## src/design/u8ld_pkg.sv

```systemverilog
// ----------------------------------------------------------------------------
// u8ld_pkg - shared types and constants for the lenient UTF-8 decoder
// Holds the offset widths, the run descriptor passed from front to back end,
// and the sizing of the run queue.
// ----------------------------------------------------------------------------
`timescale 1ns / 1ps

package u8ld_pkg;

  // Width of the internal byte position counter (saturating).
  localparam int unsigned OffsetWidth = 32;
  // Width of the start offset as seen on the result port.
  localparam int unsigned OutOffWidth = 32;
  localparam int unsigned CodeWidth   = 21;
  localparam int unsigned LenWidth    = 3;

  // Run queue sizing.
  localparam int unsigned QueueDepth = 2;
  localparam int unsigned QueuePtrW  = (QueueDepth > 1) ? $clog2(QueueDepth) : 1;
  localparam int unsigned QueueCntW  = $clog2(QueueDepth + 1);

  localparam logic [LenWidth-1:0] LenOne   = 3'd1;
  localparam logic [LenWidth-1:0] LenTwo   = 3'd2;
  localparam logic [LenWidth-1:0] LenThree = 3'd3;
  localparam logic [LenWidth-1:0] LenFour  = 3'd4;

  typedef logic [OffsetWidth-1:0] offset_t;

  // Everything one input byte causes: a run of single bytes flushed from a
  // broken or unfinished sequence (consecutive offsets from flush_start),
  // followed by at most one further result.
  typedef struct packed {
    logic [1:0]           flush_cnt;
    logic [2:0][7:0]      flush_byte;
    offset_t              flush_start;
    logic                 tail_vld;
    logic [CodeWidth-1:0] tail_code;
    offset_t              tail_start;
    logic [LenWidth-1:0]  tail_len;
  } run_desc_t;

endpackage

```

## src/design/u8ld_front.sv

```systemverilog
// ----------------------------------------------------------------------------
// u8ld_front - byte classifier and sequence tracker
// Takes one byte per transfer, tracks the open multi-byte sequence and the
// byte position, and writes one run descriptor per byte that yields results.
// ----------------------------------------------------------------------------
`timescale 1ns / 1ps
`default_nettype none

module u8ld_front (
  input  wire logic                clk_i,
  input  wire logic                rst_ni,
  input  wire logic                in_valid_i,
  input  wire logic [7:0]          text_byte_i,
  input  wire logic                end_of_text_i,
  input  wire logic                queue_full_i,
  output      logic                in_stall_o,
  output      logic                push_o,
  output      u8ld_pkg::run_desc_t desc_o
);

  localparam logic [7:0] Lead2Mask = 8'hE0;
  localparam logic [7:0] Lead2Val  = 8'hC0;
  localparam logic [7:0] Lead3Mask = 8'hF0;
  localparam logic [7:0] Lead3Val  = 8'hE0;
  localparam logic [7:0] Lead4Mask = 8'hF8;
  localparam logic [7:0] Lead4Val  = 8'hF0;
  localparam logic [7:0] Pay2Mask  = 8'h1F;
  localparam logic [7:0] Pay3Mask  = 8'h0F;
  localparam logic [7:0] Pay4Mask  = 8'h07;

  logic [7:0]                         lead_q, lead_d;
  logic [u8ld_pkg::LenWidth-1:0]      exp_q, exp_d;
  logic [1:0]                         br_q, br_d;
  logic [u8ld_pkg::CodeWidth-1:0]     partial_q, partial_d;
  logic [7:0]                         hc0_q, hc0_d, hc1_q, hc1_d;
  u8ld_pkg::offset_t                  pos_q, pos_d;

  logic                               accept;
  logic                               is_cont;
  logic                               seq_open;
  logic                               complete;
  logic [2:0]                         br_inc;
  u8ld_pkg::offset_t                  pos_inc;
  logic [u8ld_pkg::LenWidth-1:0]      fresh_len;
  logic [u8ld_pkg::CodeWidth-1:0]     fresh_code;
  logic [u8ld_pkg::CodeWidth-1:0]     partial_new;
  u8ld_pkg::run_desc_t                desc;

  assign accept     = in_valid_i && !queue_full_i;
  assign in_stall_o = queue_full_i;

  // Lead byte classification
  always_comb begin
    fresh_len  = u8ld_pkg::LenOne;
    fresh_code = u8ld_pkg::CodeWidth'(text_byte_i);
    if ((text_byte_i & Lead2Mask) == Lead2Val) begin
      fresh_len  = u8ld_pkg::LenTwo;
      fresh_code = u8ld_pkg::CodeWidth'(text_byte_i & Pay2Mask);
    end else if ((text_byte_i & Lead3Mask) == Lead3Val) begin
      fresh_len  = u8ld_pkg::LenThree;
      fresh_code = u8ld_pkg::CodeWidth'(text_byte_i & Pay3Mask);
    end else if ((text_byte_i & Lead4Mask) == Lead4Val) begin
      fresh_len  = u8ld_pkg::LenFour;
      fresh_code = u8ld_pkg::CodeWidth'(text_byte_i & Pay4Mask);
    end
  end

  assign is_cont     = (text_byte_i[7:6] == 2'b10);
  assign seq_open    = (exp_q != '0);
  assign br_inc      = {1'b0, br_q} + 3'd1;
  assign complete    = (br_inc >= exp_q);
  assign pos_inc     = pos_q + u8ld_pkg::OffsetWidth'(1);
  assign partial_new = {partial_q[u8ld_pkg::CodeWidth-7:0], text_byte_i[5:0]};

  always_comb begin
    lead_d    = lead_q;
    exp_d     = exp_q;
    br_d      = br_q;
    partial_d = partial_q;
    hc0_d     = hc0_q;
    hc1_d     = hc1_q;

    desc             = '0;
    desc.flush_byte  = {hc1_q, hc0_q, lead_q};
    desc.flush_start = pos_q - u8ld_pkg::OffsetWidth'(br_q);

    if (seq_open && is_cont) begin
      if (complete) begin
        desc.tail_vld   = 1'b1;
        desc.tail_code  = partial_new;
        desc.tail_start = pos_q - u8ld_pkg::OffsetWidth'(br_q);
        desc.tail_len   = exp_q;
        exp_d     = '0;
        br_d      = '0;
        partial_d = '0;
      end else begin
        partial_d = partial_new;
        br_d      = br_inc[1:0];
        if (br_q == 2'd1) begin
          hc0_d = text_byte_i;
        end else begin
          hc1_d = text_byte_i;
        end
        // end of text with the sequence still short: give its bytes singly
        if (end_of_text_i) begin
          desc.flush_cnt   = br_inc[1:0];
          desc.flush_byte  = {(br_q == 2'd2) ? text_byte_i : hc1_q,
                              (br_q == 2'd1) ? text_byte_i : hc0_q,
                              lead_q};
          desc.flush_start = pos_inc - u8ld_pkg::OffsetWidth'(br_inc);
          exp_d     = '0;
          br_d      = '0;
          partial_d = '0;
        end
      end
    end else begin
      // broken sequence: held bytes go out singly, then this byte afresh
      if (seq_open) begin
        desc.flush_cnt = br_q;
        exp_d     = '0;
        br_d      = '0;
        partial_d = '0;
      end
      // a lead at end of text is flushed straight away, same as a single byte
      if (fresh_len == u8ld_pkg::LenOne || end_of_text_i) begin
        desc.tail_vld   = 1'b1;
        desc.tail_code  = u8ld_pkg::CodeWidth'(text_byte_i);
        desc.tail_start = pos_q;
        desc.tail_len   = u8ld_pkg::LenOne;
      end else begin
        lead_d    = text_byte_i;
        exp_d     = fresh_len;
        br_d      = 2'd1;
        partial_d = fresh_code;
      end
    end

    if (end_of_text_i) begin
      pos_d = '0;
    end else if (pos_q != '1) begin
      pos_d = pos_inc;
    end else begin
      pos_d = pos_q;
    end
  end

  assign push_o = accept && (desc.flush_cnt != 2'd0 || desc.tail_vld);
  assign desc_o = desc;

  always_ff @(posedge clk_i or negedge rst_ni) begin
    if (!rst_ni) begin
      lead_q    <= '0;
      exp_q     <= '0;
      br_q      <= '0;
      partial_q <= '0;
      pos_q     <= '0;
    end else if (accept) begin
      lead_q    <= lead_d;
      exp_q     <= exp_d;
      br_q      <= br_d;
      partial_q <= partial_d;
      pos_q     <= pos_d;
    end
  end

  // held continuation bytes: only read after being written
  always_ff @(posedge clk_i) begin
    if (accept) begin
      hc0_q <= hc0_d;
      hc1_q <= hc1_d;
    end
  end

`ifndef ASSERT_OFF
  a_open_count: assert property (@(posedge clk_i) disable iff (!rst_ni)
    seq_open |-> (br_q != 2'd0) && ({1'b0, br_q} < exp_q))
    else $error("open sequence with bad received count");

  a_closed_clear: assert property (@(posedge clk_i) disable iff (!rst_ni)
    !seq_open |-> (br_q == 2'd0) && (partial_q == '0))
    else $error("closed sequence left state behind");

  a_end_closes: assert property (@(posedge clk_i) disable iff (!rst_ni)
    accept && end_of_text_i |=> !seq_open && (pos_q == '0))
    else $error("end of text did not close the sequence");
`endif

endmodule

`default_nettype wire

```

## src/design/u8ld_queue.sv

```systemverilog
// ----------------------------------------------------------------------------
// u8ld_queue - run descriptor queue
// Small FIFO between the classifier and the result sequencer.
// ----------------------------------------------------------------------------
`timescale 1ns / 1ps
`default_nettype none

module u8ld_queue (
  input  wire logic                clk_i,
  input  wire logic                rst_ni,
  input  wire logic                push_i,
  input  wire u8ld_pkg::run_desc_t push_desc_i,
  input  wire logic                pop_i,
  output      logic                full_o,
  output      logic                valid_o,
  output      u8ld_pkg::run_desc_t head_o
);

  u8ld_pkg::run_desc_t                 entry_q [u8ld_pkg::QueueDepth];
  logic [u8ld_pkg::QueuePtrW-1:0]      wr_ptr_q, wr_ptr_d;
  logic [u8ld_pkg::QueuePtrW-1:0]      rd_ptr_q, rd_ptr_d;
  logic [u8ld_pkg::QueueCntW-1:0]      cnt_q, cnt_d;

  localparam logic [u8ld_pkg::QueuePtrW-1:0] LastPtr =
    u8ld_pkg::QueuePtrW'(u8ld_pkg::QueueDepth - 1);
  localparam logic [u8ld_pkg::QueuePtrW-1:0] OnePtr = u8ld_pkg::QueuePtrW'(1);
  localparam logic [u8ld_pkg::QueueCntW-1:0] FullCnt =
    u8ld_pkg::QueueCntW'(u8ld_pkg::QueueDepth);
  localparam logic [u8ld_pkg::QueueCntW-1:0] OneCnt = u8ld_pkg::QueueCntW'(1);

  assign full_o  = (cnt_q == FullCnt);
  assign valid_o = (cnt_q != '0);
  assign head_o  = entry_q[rd_ptr_q];

  always_comb begin
    wr_ptr_d = wr_ptr_q;
    rd_ptr_d = rd_ptr_q;
    cnt_d    = cnt_q;
    if (push_i) begin
      wr_ptr_d = (wr_ptr_q == LastPtr) ? '0 : wr_ptr_q + OnePtr;
    end
    if (pop_i) begin
      rd_ptr_d = (rd_ptr_q == LastPtr) ? '0 : rd_ptr_q + OnePtr;
    end
    case ({push_i, pop_i})
      2'b10:   cnt_d = cnt_q + OneCnt;
      2'b01:   cnt_d = cnt_q - OneCnt;
      default: cnt_d = cnt_q;
    endcase
  end

  always_ff @(posedge clk_i or negedge rst_ni) begin
    if (!rst_ni) begin
      wr_ptr_q <= '0;
      rd_ptr_q <= '0;
      cnt_q    <= '0;
    end else begin
      wr_ptr_q <= wr_ptr_d;
      rd_ptr_q <= rd_ptr_d;
      cnt_q    <= cnt_d;
    end
  end

  always_ff @(posedge clk_i) begin
    if (push_i) begin
      entry_q[wr_ptr_q] <= push_desc_i;
    end
  end

endmodule

`default_nettype wire

```

## src/design/u8ld_back.sv

```systemverilog
// ----------------------------------------------------------------------------
// u8ld_back - result sequencer
// Walks the queue head one result per cycle, while the output is not stalled,
// into the output register and releases the descriptor with its last result.
// ----------------------------------------------------------------------------
`timescale 1ns / 1ps
`default_nettype none

module u8ld_back (
  input  wire logic                                 clk_i,
  input  wire logic                                 rst_ni,
  input  wire logic                                 q_valid_i,
  input  wire u8ld_pkg::run_desc_t                  q_head_i,
  output      logic                                 q_pop_o,
  output      logic                                 out_valid_o,
  input  wire logic                                 out_stall_i,
  output      logic [u8ld_pkg::CodeWidth-1:0]       code_point_o,
  output      logic [u8ld_pkg::OutOffWidth-1:0]     start_offset_o,
  output      logic [u8ld_pkg::LenWidth-1:0]        byte_length_o,
  output      logic                                 last_of_run_o
);

  logic [1:0]                         k_q, k_d;
  logic                               out_valid_q, out_valid_d;
  logic [u8ld_pkg::CodeWidth-1:0]     code_q;
  logic [u8ld_pkg::OutOffWidth-1:0]   start_q;
  logic [u8ld_pkg::LenWidth-1:0]      len_q;
  logic                               last_q;

  logic [2:0]                         n_items;
  logic                               is_last;
  logic                               in_flush;
  logic                               load;
  logic [7:0]                         flush_byte;
  logic [u8ld_pkg::CodeWidth-1:0]     cur_code;
  u8ld_pkg::offset_t                  cur_start;
  logic [u8ld_pkg::LenWidth-1:0]      cur_len;

  assign n_items  = {1'b0, q_head_i.flush_cnt} + {2'b00, q_head_i.tail_vld};
  assign is_last  = ({1'b0, k_q} == n_items - 3'd1);
  assign in_flush = (k_q < q_head_i.flush_cnt);

  always_comb begin
    case (k_q)
      2'd0:    flush_byte = q_head_i.flush_byte[0];
      2'd1:    flush_byte = q_head_i.flush_byte[1];
      default: flush_byte = q_head_i.flush_byte[2];
    endcase
    if (in_flush) begin
      cur_code  = u8ld_pkg::CodeWidth'(flush_byte);
      cur_start = q_head_i.flush_start + u8ld_pkg::OffsetWidth'(k_q);
      cur_len   = u8ld_pkg::LenOne;
    end else begin
      cur_code  = q_head_i.tail_code;
      cur_start = q_head_i.tail_start;
      cur_len   = q_head_i.tail_len;
    end
  end

  // output slot is free when empty or being taken this cycle
  assign load    = q_valid_i && (!out_valid_q || !out_stall_i);
  assign q_pop_o = load && is_last;

  always_comb begin
    k_d = k_q;
    if (load) begin
      k_d = is_last ? 2'd0 : k_q + 2'd1;
    end
    if (load) begin
      out_valid_d = 1'b1;
    end else if (out_valid_q && !out_stall_i) begin
      out_valid_d = 1'b0;
    end else begin
      out_valid_d = out_valid_q;
    end
  end

  always_ff @(posedge clk_i or negedge rst_ni) begin
    if (!rst_ni) begin
      k_q         <= '0;
      out_valid_q <= 1'b0;
    end else begin
      k_q         <= k_d;
      out_valid_q <= out_valid_d;
    end
  end

  always_ff @(posedge clk_i) begin
    if (load) begin
      code_q  <= cur_code;
      start_q <= u8ld_pkg::OutOffWidth'(cur_start);
      len_q   <= cur_len;
      last_q  <= is_last;
    end
  end

  assign out_valid_o    = out_valid_q;
  assign code_point_o   = code_q;
  assign start_offset_o = start_q;
  assign byte_length_o  = len_q;
  assign last_of_run_o  = last_q;

`ifndef ASSERT_OFF
  a_multi_is_last: assert property (@(posedge clk_i) disable iff (!rst_ni)
    out_valid_q && (len_q != u8ld_pkg::LenOne) |-> last_q)
    else $error("multi-byte result not last of its run");

  a_len_range: assert property (@(posedge clk_i) disable iff (!rst_ni)
    out_valid_q |-> (len_q != 3'd0) && (len_q <= u8ld_pkg::LenFour))
    else $error("result length out of range");

  a_mid_run_head: assert property (@(posedge clk_i) disable iff (!rst_ni)
    (k_q != 2'd0) |-> q_valid_i && (n_items > {1'b0, k_q}))
    else $error("sequencer mid-run without a matching descriptor");
`endif

endmodule

`default_nettype wire

```

## src/design/utf8_lenient_decoder.sv

```systemverilog
// ----------------------------------------------------------------------------
// utf8_lenient_decoder - lenient UTF-8 byte stream decoder
// Decodes one byte per transfer into code points with start offset and byte
// length; malformed or unfinished sequences come out as single bytes.
// ----------------------------------------------------------------------------
//
//  channel | direction | handshake                 | payload
//  --------+-----------+---------------------------+-----------------------------
//  in      | sink      | in_valid_i / in_stall_o   | text_byte_i, end_of_text_i
//  out     | source    | out_valid_o / out_stall_i | code_point_o, start_offset_o,
//          |           |                           | byte_length_o, last_of_run_o
//
//  - One byte is taken per cycle while in_stall_o is low. Its descriptor is
//    written into the queue at the transfer; the back end then loads its
//    results into the output register, from which each is transferred.
//  - Each byte gives zero to four results; an unstalled sequencer emits one
//    result per cycle, so the input keeps one byte per cycle while bytes
//    average at most one result each, until a flushed burst fills the queue.
//  - in_stall_o is high while the two-entry descriptor queue is full; it does
//    not depend on out_stall_i within the same cycle.
//  - Reset (rst_ni low, asynchronous) closes any open sequence, clears the
//    byte position and empties the queue and output register.
//
// The front end classifies each byte and updates the sequence state; it
// writes a run descriptor (singly flushed bytes, then at most one further
// result) to the queue. The back end walks that descriptor out one result
// per cycle. An output stall holds the back end only; the front keeps going
// until the queue fills.
// ----------------------------------------------------------------------------
`timescale 1ns / 1ps
`default_nettype none

module utf8_lenient_decoder (
  input  wire logic                             clk_i,
  input  wire logic                             rst_ni,
  input  wire logic                             in_valid_i,
  output      logic                             in_stall_o,
  input  wire logic [7:0]                       text_byte_i,
  input  wire logic                             end_of_text_i,
  output      logic                             out_valid_o,
  input  wire logic                             out_stall_i,
  output      logic [u8ld_pkg::CodeWidth-1:0]   code_point_o,
  output      logic [u8ld_pkg::OutOffWidth-1:0] start_offset_o,
  output      logic [u8ld_pkg::LenWidth-1:0]    byte_length_o,
  output      logic                             last_of_run_o
);

  logic                push;
  logic                pop;
  logic                q_full;
  logic                q_valid;
  u8ld_pkg::run_desc_t push_desc;
  u8ld_pkg::run_desc_t q_head;

  // Byte classification and sequence tracking
  u8ld_front u_front (
    .clk_i         (clk_i),
    .rst_ni        (rst_ni),
    .in_valid_i    (in_valid_i),
    .text_byte_i   (text_byte_i),
    .end_of_text_i (end_of_text_i),
    .queue_full_i  (q_full),
    .in_stall_o    (in_stall_o),
    .push_o        (push),
    .desc_o        (push_desc)
  );

  // Decouples the two halves so an output stall does not stop byte transfers until the queue fills
  u8ld_queue u_queue (
    .clk_i       (clk_i),
    .rst_ni      (rst_ni),
    .push_i      (push),
    .push_desc_i (push_desc),
    .pop_i       (pop),
    .full_o      (q_full),
    .valid_o     (q_valid),
    .head_o      (q_head)
  );

  // One result per cycle into the output register while the output is not stalled
  u8ld_back u_back (
    .clk_i          (clk_i),
    .rst_ni         (rst_ni),
    .q_valid_i      (q_valid),
    .q_head_i       (q_head),
    .q_pop_o        (pop),
    .out_valid_o    (out_valid_o),
    .out_stall_i    (out_stall_i),
    .code_point_o   (code_point_o),
    .start_offset_o (start_offset_o),
    .byte_length_o  (byte_length_o),
    .last_of_run_o  (last_of_run_o)
  );

endmodule

`default_nettype wire

```

## config.mk

```make
export PLATFORM = sky130hd
export DESIGN_NAME = utf8_lenient_decoder
export DESIGN_NICKNAME = d
export VERILOG_FILES = /design/src/design/u8ld_pkg.sv /design/src/design/u8ld_front.sv /design/src/design/u8ld_queue.sv /design/src/design/u8ld_back.sv /design/src/design/utf8_lenient_decoder.sv
export SDC_FILE = /design/constraint.sdc
export NUM_CORES = 1
export LEC_CHECK = 0
export BUFFER_PORTS_ARGS = -buffer_cell sky130_fd_sc_hd__buf_4
export CORE_MARGIN = 3
export CORE_UTILIZATION = 60
export DETAILED_ROUTE_END_ITERATION = 7
export PLACE_DENSITY = 0.78
export RECOVER_POWER = 25
export SLEW_MARGIN = 20
export SYNTH_ARGS = -nofsm -noshare
export SYNTH_HDL_FRONTEND = slang
export SYNTH_SLANG_ARGS = --single-unit
```

## constraint.sdc

```tcl
create_clock -name clk_i -period 10.9 [get_ports clk_i]
set_input_delay 2.18 -clock clk_i [delete_from_list [all_inputs] [get_ports clk_i]]
set_output_delay 2.18 -clock clk_i [all_outputs]
set_load 0.05 [all_outputs]
```

---- Yosys cells after proc, flatten, opt, wreduce, memory -nomap -nowiden ----
Memories as Yosys holds them, arrays and structs flattened.
Cells that the tools add are included.
word-level totals
  bits in writable memories ............... 230
  register bits after elaboration ......... 140
  memories kept ........................... 1
  output and inout bits ................... 59
  word-level logic and storage cells ...... 120
  input port bits ......................... 13
memory list
  name             depth  bits a word  read ports  clocked after Yosys merged registers in  wr ports  RTL line          RTL
  u_queue.entry_q  2      115          1           0                                        1         u8ld_queue.sv:19  u8ld_pkg::run_desc_t entry_q [u8ld_pkg::QueueDepth];
cells by class
  reductions and logical operators ........ 25
  $lt $le $gt $ge ......................... 2
  bitwise gates (word level) .............. 4
  eq/ne operators ......................... 15
  add/subtract/negate cells ............... 12
  multiplexer cells ....................... 44
operator list
  operator                                                          count
  57-bit two-way mux                                                3
  58-bit two-way mux                                                2
  32-bit two-way mux                                                3
  15-bit two-way mux                                                5
  56-bit two-way mux                                                1
  8-bit two-way mux                                                 6
  32-bit by 1-bit adder with 32-bit output (second input constant)  1
  32-bit by 2-bit adder with 32-bit output                          1
  32-bit != test (second input constant)                            1
  32-bit by 2-bit subtractor with 32-bit output                     1
  32-bit by 3-bit subtractor with 32-bit output                     1
  3-bit two-way mux                                                 8
  2-bit two-way mux                                                 8
  8-bit one-hot mux with 2 select lines                             1
  2-bit nonzero test                                                5
  3-bit AND reduction                                               3
  2-bit == test (second input constant)                             4
  2-bit by 1-bit == test with 1-bit output (second input constant)  3
  1-bit logical AND                                                 6
  1-bit two-way mux                                                 6
  5-bit == test (second input constant)                             1
  2-bit by 1-bit adder with 2-bit output (second input constant)    2
  4-bit == test (second input constant)                             1
  1-bit inverter                                                    4
  other kinds (19)                                                  25

---- Longest topological paths before layout ----
  word-level depth ........................ 12
  gate-level depth with buffers ........... 17
  gate-level depth less buffers ........... 14

---- Hierarchy ----
A second synthesis with hierarchy kept.
second synthesis, totals
  cell total of the unflattened synthesis .. 1,616
  area, all modules ....................... 18,821.8 um2
by module, submodules not included
  module      sequential area each (um2)  instances  area each (um2)  cells an instance
  u8ld_queue  7,006.7                     1          8,640.8          374
  u8ld_front  1,981.9                     1          6,927.9          929
  u8ld_back   1,786.7                     1          3,253.1          313

---- Worst setup path after synthesis ----
OpenSTA, ideal clock, no wires.
  path kind ............................... in2reg
  from .................................... input text_byte_i[6]
  to ...................................... memory u_queue.entry_q[0][0] in the netlist's numbering (enable)
  path buffers ............................ 0
  data arrival time ....................... 8,102 ps
  setup slack ............................. 2,207 ps
  stages on the path ...................... 6
  data required time ...................... 10,309 ps
  setup time .............................. 591 ps
  cells stage by stage .................... nand2b_1 nor2_1 nand3_1 o21ai_0 o31ai_1 nor2_1
RTL lines
  what         RTL line                    RTL
  from (decl)  utf8_lenient_decoder.sv:38  input wire logic [7:0] text_byte_i,
  to (decl)    u8ld_queue.sv:19

---- Worst setup path after layout ----
  from .................................... register u_queue.rd_ptr_q
  to ...................................... register u_back.start_q (netlist bit u_back.start_offset_o[29]), data pin
between the ends
  longest elaborated chain between the ends .. 3
  elaborated cells between the ends (all ways) .. 4
  classes of those cells .................. add/sub (1); order compare (1); mux (1); memory (1)
ends and longest elaborated chain
  what                                                                            RTL line                          RTL
  from (decl)                                                                     u8ld_queue.sv:21                  logic [u8ld_pkg::QueuePtrW-1:0] rd_ptr_q, rd_ptr_d;
  from (signal assigned)                                                          u8ld_queue.sv:59                  rd_ptr_q <= rd_ptr_d;
  memory 2 x 115 bit *                                                            --
  32-bit by 2-bit adder with 32-bit output or 2-bit < comparator (tied branches)  u8ld_back.sv:51, u8ld_back.sv:41
  32-bit two-way mux *                                                            u8ld_back.sv:49                   if (in_flush) begin
  via u_back.cur_start[29]                                                        u8ld_back.sv:36                   u8ld_pkg::offset_t cur_start;
  to (signal assigned)                                                            u8ld_back.sv:91                   start_q <= u8ld_pkg::OutOffWidth'(cur_start);
  to (decl)                                                                       u8ld_back.sv:26                   logic [u8ld_pkg::OutOffWidth-1:0] start_q;
Mark *: on every way through the listed nets, which the timed path passes. The rest lies on a longest branch.
A chain may end at the register's enable or synchronous reset.

==> reports/metrics.cfg <==
[logic_synthesis]
synth-async-reset-ratio_pct = 18.11
syn-mean-instance-area_um2 = 11.41
synth_ff_type = edfxtp_1
ys_seq_area_share_pct = 59.58
synth_cell_types = 69
synthesis.nets = 1621
syn_inst = 1585
yosys_warnings = 0
synth-edff-count = 303
synth-seq-cells = 370
netlist_area_mm2 = 0.01809

[floorplanning]
io_pins = 72
dieArea_mm2 = 0.03226
start_util_pct = 62.01
rows = 62
die_x_um = 179.6
die_h_um = 179.6
core_area_mm2 = 0.02917

[timing]
hold_viol = 0
setup_viol = 0
rsz0062_at_grt = no
tightest_slew_ns = 4.098
min_period_over_period_pct = 64.91
fmax_mhz = 141.3
fin_skew_ns = 0.02852
final-max-slew-violation-count = 270
period_needed_ns = 7.075
max_slew_margin_pct = -173.2
fin_setup_tns_ns = 0

[clock_tree]
clockRootBuffer = clkbuf_16
cts_hold_buf = 0
numCtsBuffers = 38
clock_latency_ns = 0.55
post_cts_buffers = 0
cts.sinks = 370
cts_tree = built
clockBufferDepth = 3
cts_resized = 0
htree_levels = 2
path_clk_slew_ns = 0.06

[critical_path]
r2r_setup_slack_ns = 3.83
startpoint_type = flop
rr_worst_depth = 10
worstSetupPathType = reg2reg
critPathArrivalTime_ns = 7.32
crit_required_ns = 11.15
timing.rr.start = u_queue.rd_ptr_q
reg2reg_to = u_back.start_offset_o[29]
cp_max_fo = 67
cp-end-kind = flop

[grt]
antenna_found_initial = 0
grt_pass1_vias = 12170
grt_first_pass_wirelength_mm = 67.94
grt_start_max_net_pins = 69
overflow = 0
grt_util_all_layers_pct = 26.09

[route]
ant_nets = 0
post-route-drc-count = 0
vias = 12950
wire_per_inst_um = 21.25
wl_mm = 43.20
first_pass_iters = 6
dr.first_iter.drc_count = 1703
via_per_inst = 6.372

[pwr]
p_sw_share_pct = 40.09
combPwrFrac_pct = 38.2
ir_drop_v = 0.0002122
p_sw_mw = 2.316
power_frac_clock_pct = 21.4
p_per_area_mw_per_mm2 = 289.1
leakage_nw = 7.205
internal_power_mw = 3.460
seqPwrFrac_pct = 40.3
power.total_mw = 5.776

[finish]
antenna_cells = 0
stdcell_area_mm2 = 0.01998
drive_gt1_share_pct = 10.31
fin_nets = 1655
area_delta_synth_final_pct = 10.46
fillers = 2104
final_common_cell = edfxtp_1
final_cell_mix = edfxtp_1 (303), nand2_1 (179), o21ai_0 (141)

[run_status]
status = finished with violations
violations = max-capacitance violations, max-slew violations

[placed_design]
place_area_mm2 = 0.01894
globalplace.congestion = 0.9215
io_buffer_count = 71
hpwlAfterDp_mm = 28.26

[min_path]
worstHoldEndpoint = u_queue.entry_q[0][95]
hp-start = u_front.lead_q[6]
hold_depth = 0
hp-class = reg2reg

[run]
drv_cap = 5

metrics by stage:
stage          utilization (%)  worst slack (ns)  hold slack [ns]  instances
4_1_cts                  69.00             4.778           0.4705       2033
6_report                 68.49             3.825           0.4740       2033
2_1_floorplan                -             2.207           0.4335       1585
3_3_place_gp             64.92             4.316           0.4440       1963
3_5_place_dp             64.92             4.246           0.4520       1963
5_1_grt                  68.49             3.240           0.4862       2033
power groups by stage:
stage / sequential [mW] / combinational [mW] / clock, mW
after global placement: 2.32 / 2.14 / 0
after global routing: 2.37 / 2.38 / 1.31
after CTS: 2.32 / 2.23 / 1.26
final: 2.33 / 2.21 / 1.24
after floorplan: 2.66 / 1.27 / 0
after detailed placement: 2.35 / 2.21 / 0
cells in the mapped netlist, drive strengths merged (8+ instances only):
library cell	instances	area, µm²
edfxtp	303	9099
nand2	179	671.9
o21ai	142	710.7
nor2	99	371.6
mux2i	77	770.7
a21oi	74	370.4
clkbuf	73	274.0
dfrtp	67	1677
nand3	59	300.3
xnor2	58	508.0
nor3	54	270.3
mux2	37	416.7
xor2	33	289.0
and2	30	190.2
buf	28	125.1
inv	25	93.84
ha	20	250.2
nand4	20	140.1
o31ai	19	142.6
a22oi	18	135.1
nor4	16	106.4
or3	14	87.58
nor2b	12	75.07
nand2b	11	68.82
o211ai	10	75.07
a31oi	9	56.30
or2	8	50.06
or4	8	60.06
routing by layer:
metal	GRT usage (%)	up-vias	part of all wire, %
li1	-	5916	-
met1	39.80	6265	44
met2	40.14	691	45
met3	3.517	82	9.1
met4	6.683	0	2.1
met5	0	-	0
kinds of logic (layout without fill, tap and decap cells):
family / Yosys count / in the layout / synth area share [%]
flops: 370 / 370 / 59.58
buf+inv: 127 / 191 / 2.746
fa+ha+maj: 23 / 23 / 1.716
mux: 114 / 114 / 6.565
compound gates: 324 / 324 / 10.63
simple gates: 536 / 536 / 14.36
xor+xnor: 91 / 91 / 4.407
worst max-delay path by stage:
stage / startpoint / end / slack (ns)
3_3_place_gp: text_byte_i[6] / u_queue.entry_q[1][24] / 4.32
6_report: u_queue.rd_ptr_q / u_back.start_offset_o[29] / 3.83
5_1_grt: u_queue.rd_ptr_q / u_back.start_offset_o[29] / 3.24
4_1_cts: text_byte_i[6] / u_queue.entry_q[1][79] / 4.78
3_5_place_dp: text_byte_i[6] / u_queue.entry_q[0][24] / 4.25
2_1_floorplan: text_byte_i[6] / u_queue.entry_q[0][0] / 2.21
critical path, cell delays in order, from the launching register on:
cell	delay, ns
dfrtp_1	2.58
buf_4	0.87
mux2i_1	0.24
or2_2	0.38
or4_1	0.47
nor3_1	0.54
nand3_1	0.38
nor4b_1	0.83
nand2_1	0.15
xnor2_1	0.19
a21oi_1	0.09
sequential cells by signal, indices dropped and copies added (netlist names):
| name | flops |
|---|---|
| u_queue.wr_ptr_q | 1 |
| u_queue.cnt_q | 2 |
| u_back.k_q | 2 |
| u_back.last_of_run_o | 1 |
| u_front.lead_q | 8 |
| u_back.byte_length_o | 3 |
| u_front.hc0_q | 8 |
| u_back.code_point_o | 21 |
| u_front.partial_q | 15 |
| u_front.exp_q | 3 |
| u_back.start_offset_o | 32 |
| u_front.pos_q | 32 |
| u_front.br_q | 2 |
| u_front.hc1_q | 8 |
| u_back.out_valid_o | 1 |
| u_queue.entry_q | 230 |
| u_queue.rd_ptr_q | 1 |
final cells by class:
class	instances	area, µm²	area share (%)
inverter	26	97.59	0.4885
multi-input combinational	1088	6865	34.36
clock inverter	20	141.4	0.7077
sequential	370	10780	53.94
timing repair buffer	95	570.5	2.856
clock buffer	50	1047	5.242
tap	384	480.5	2.405
Power figures use the tool's default switching activity.
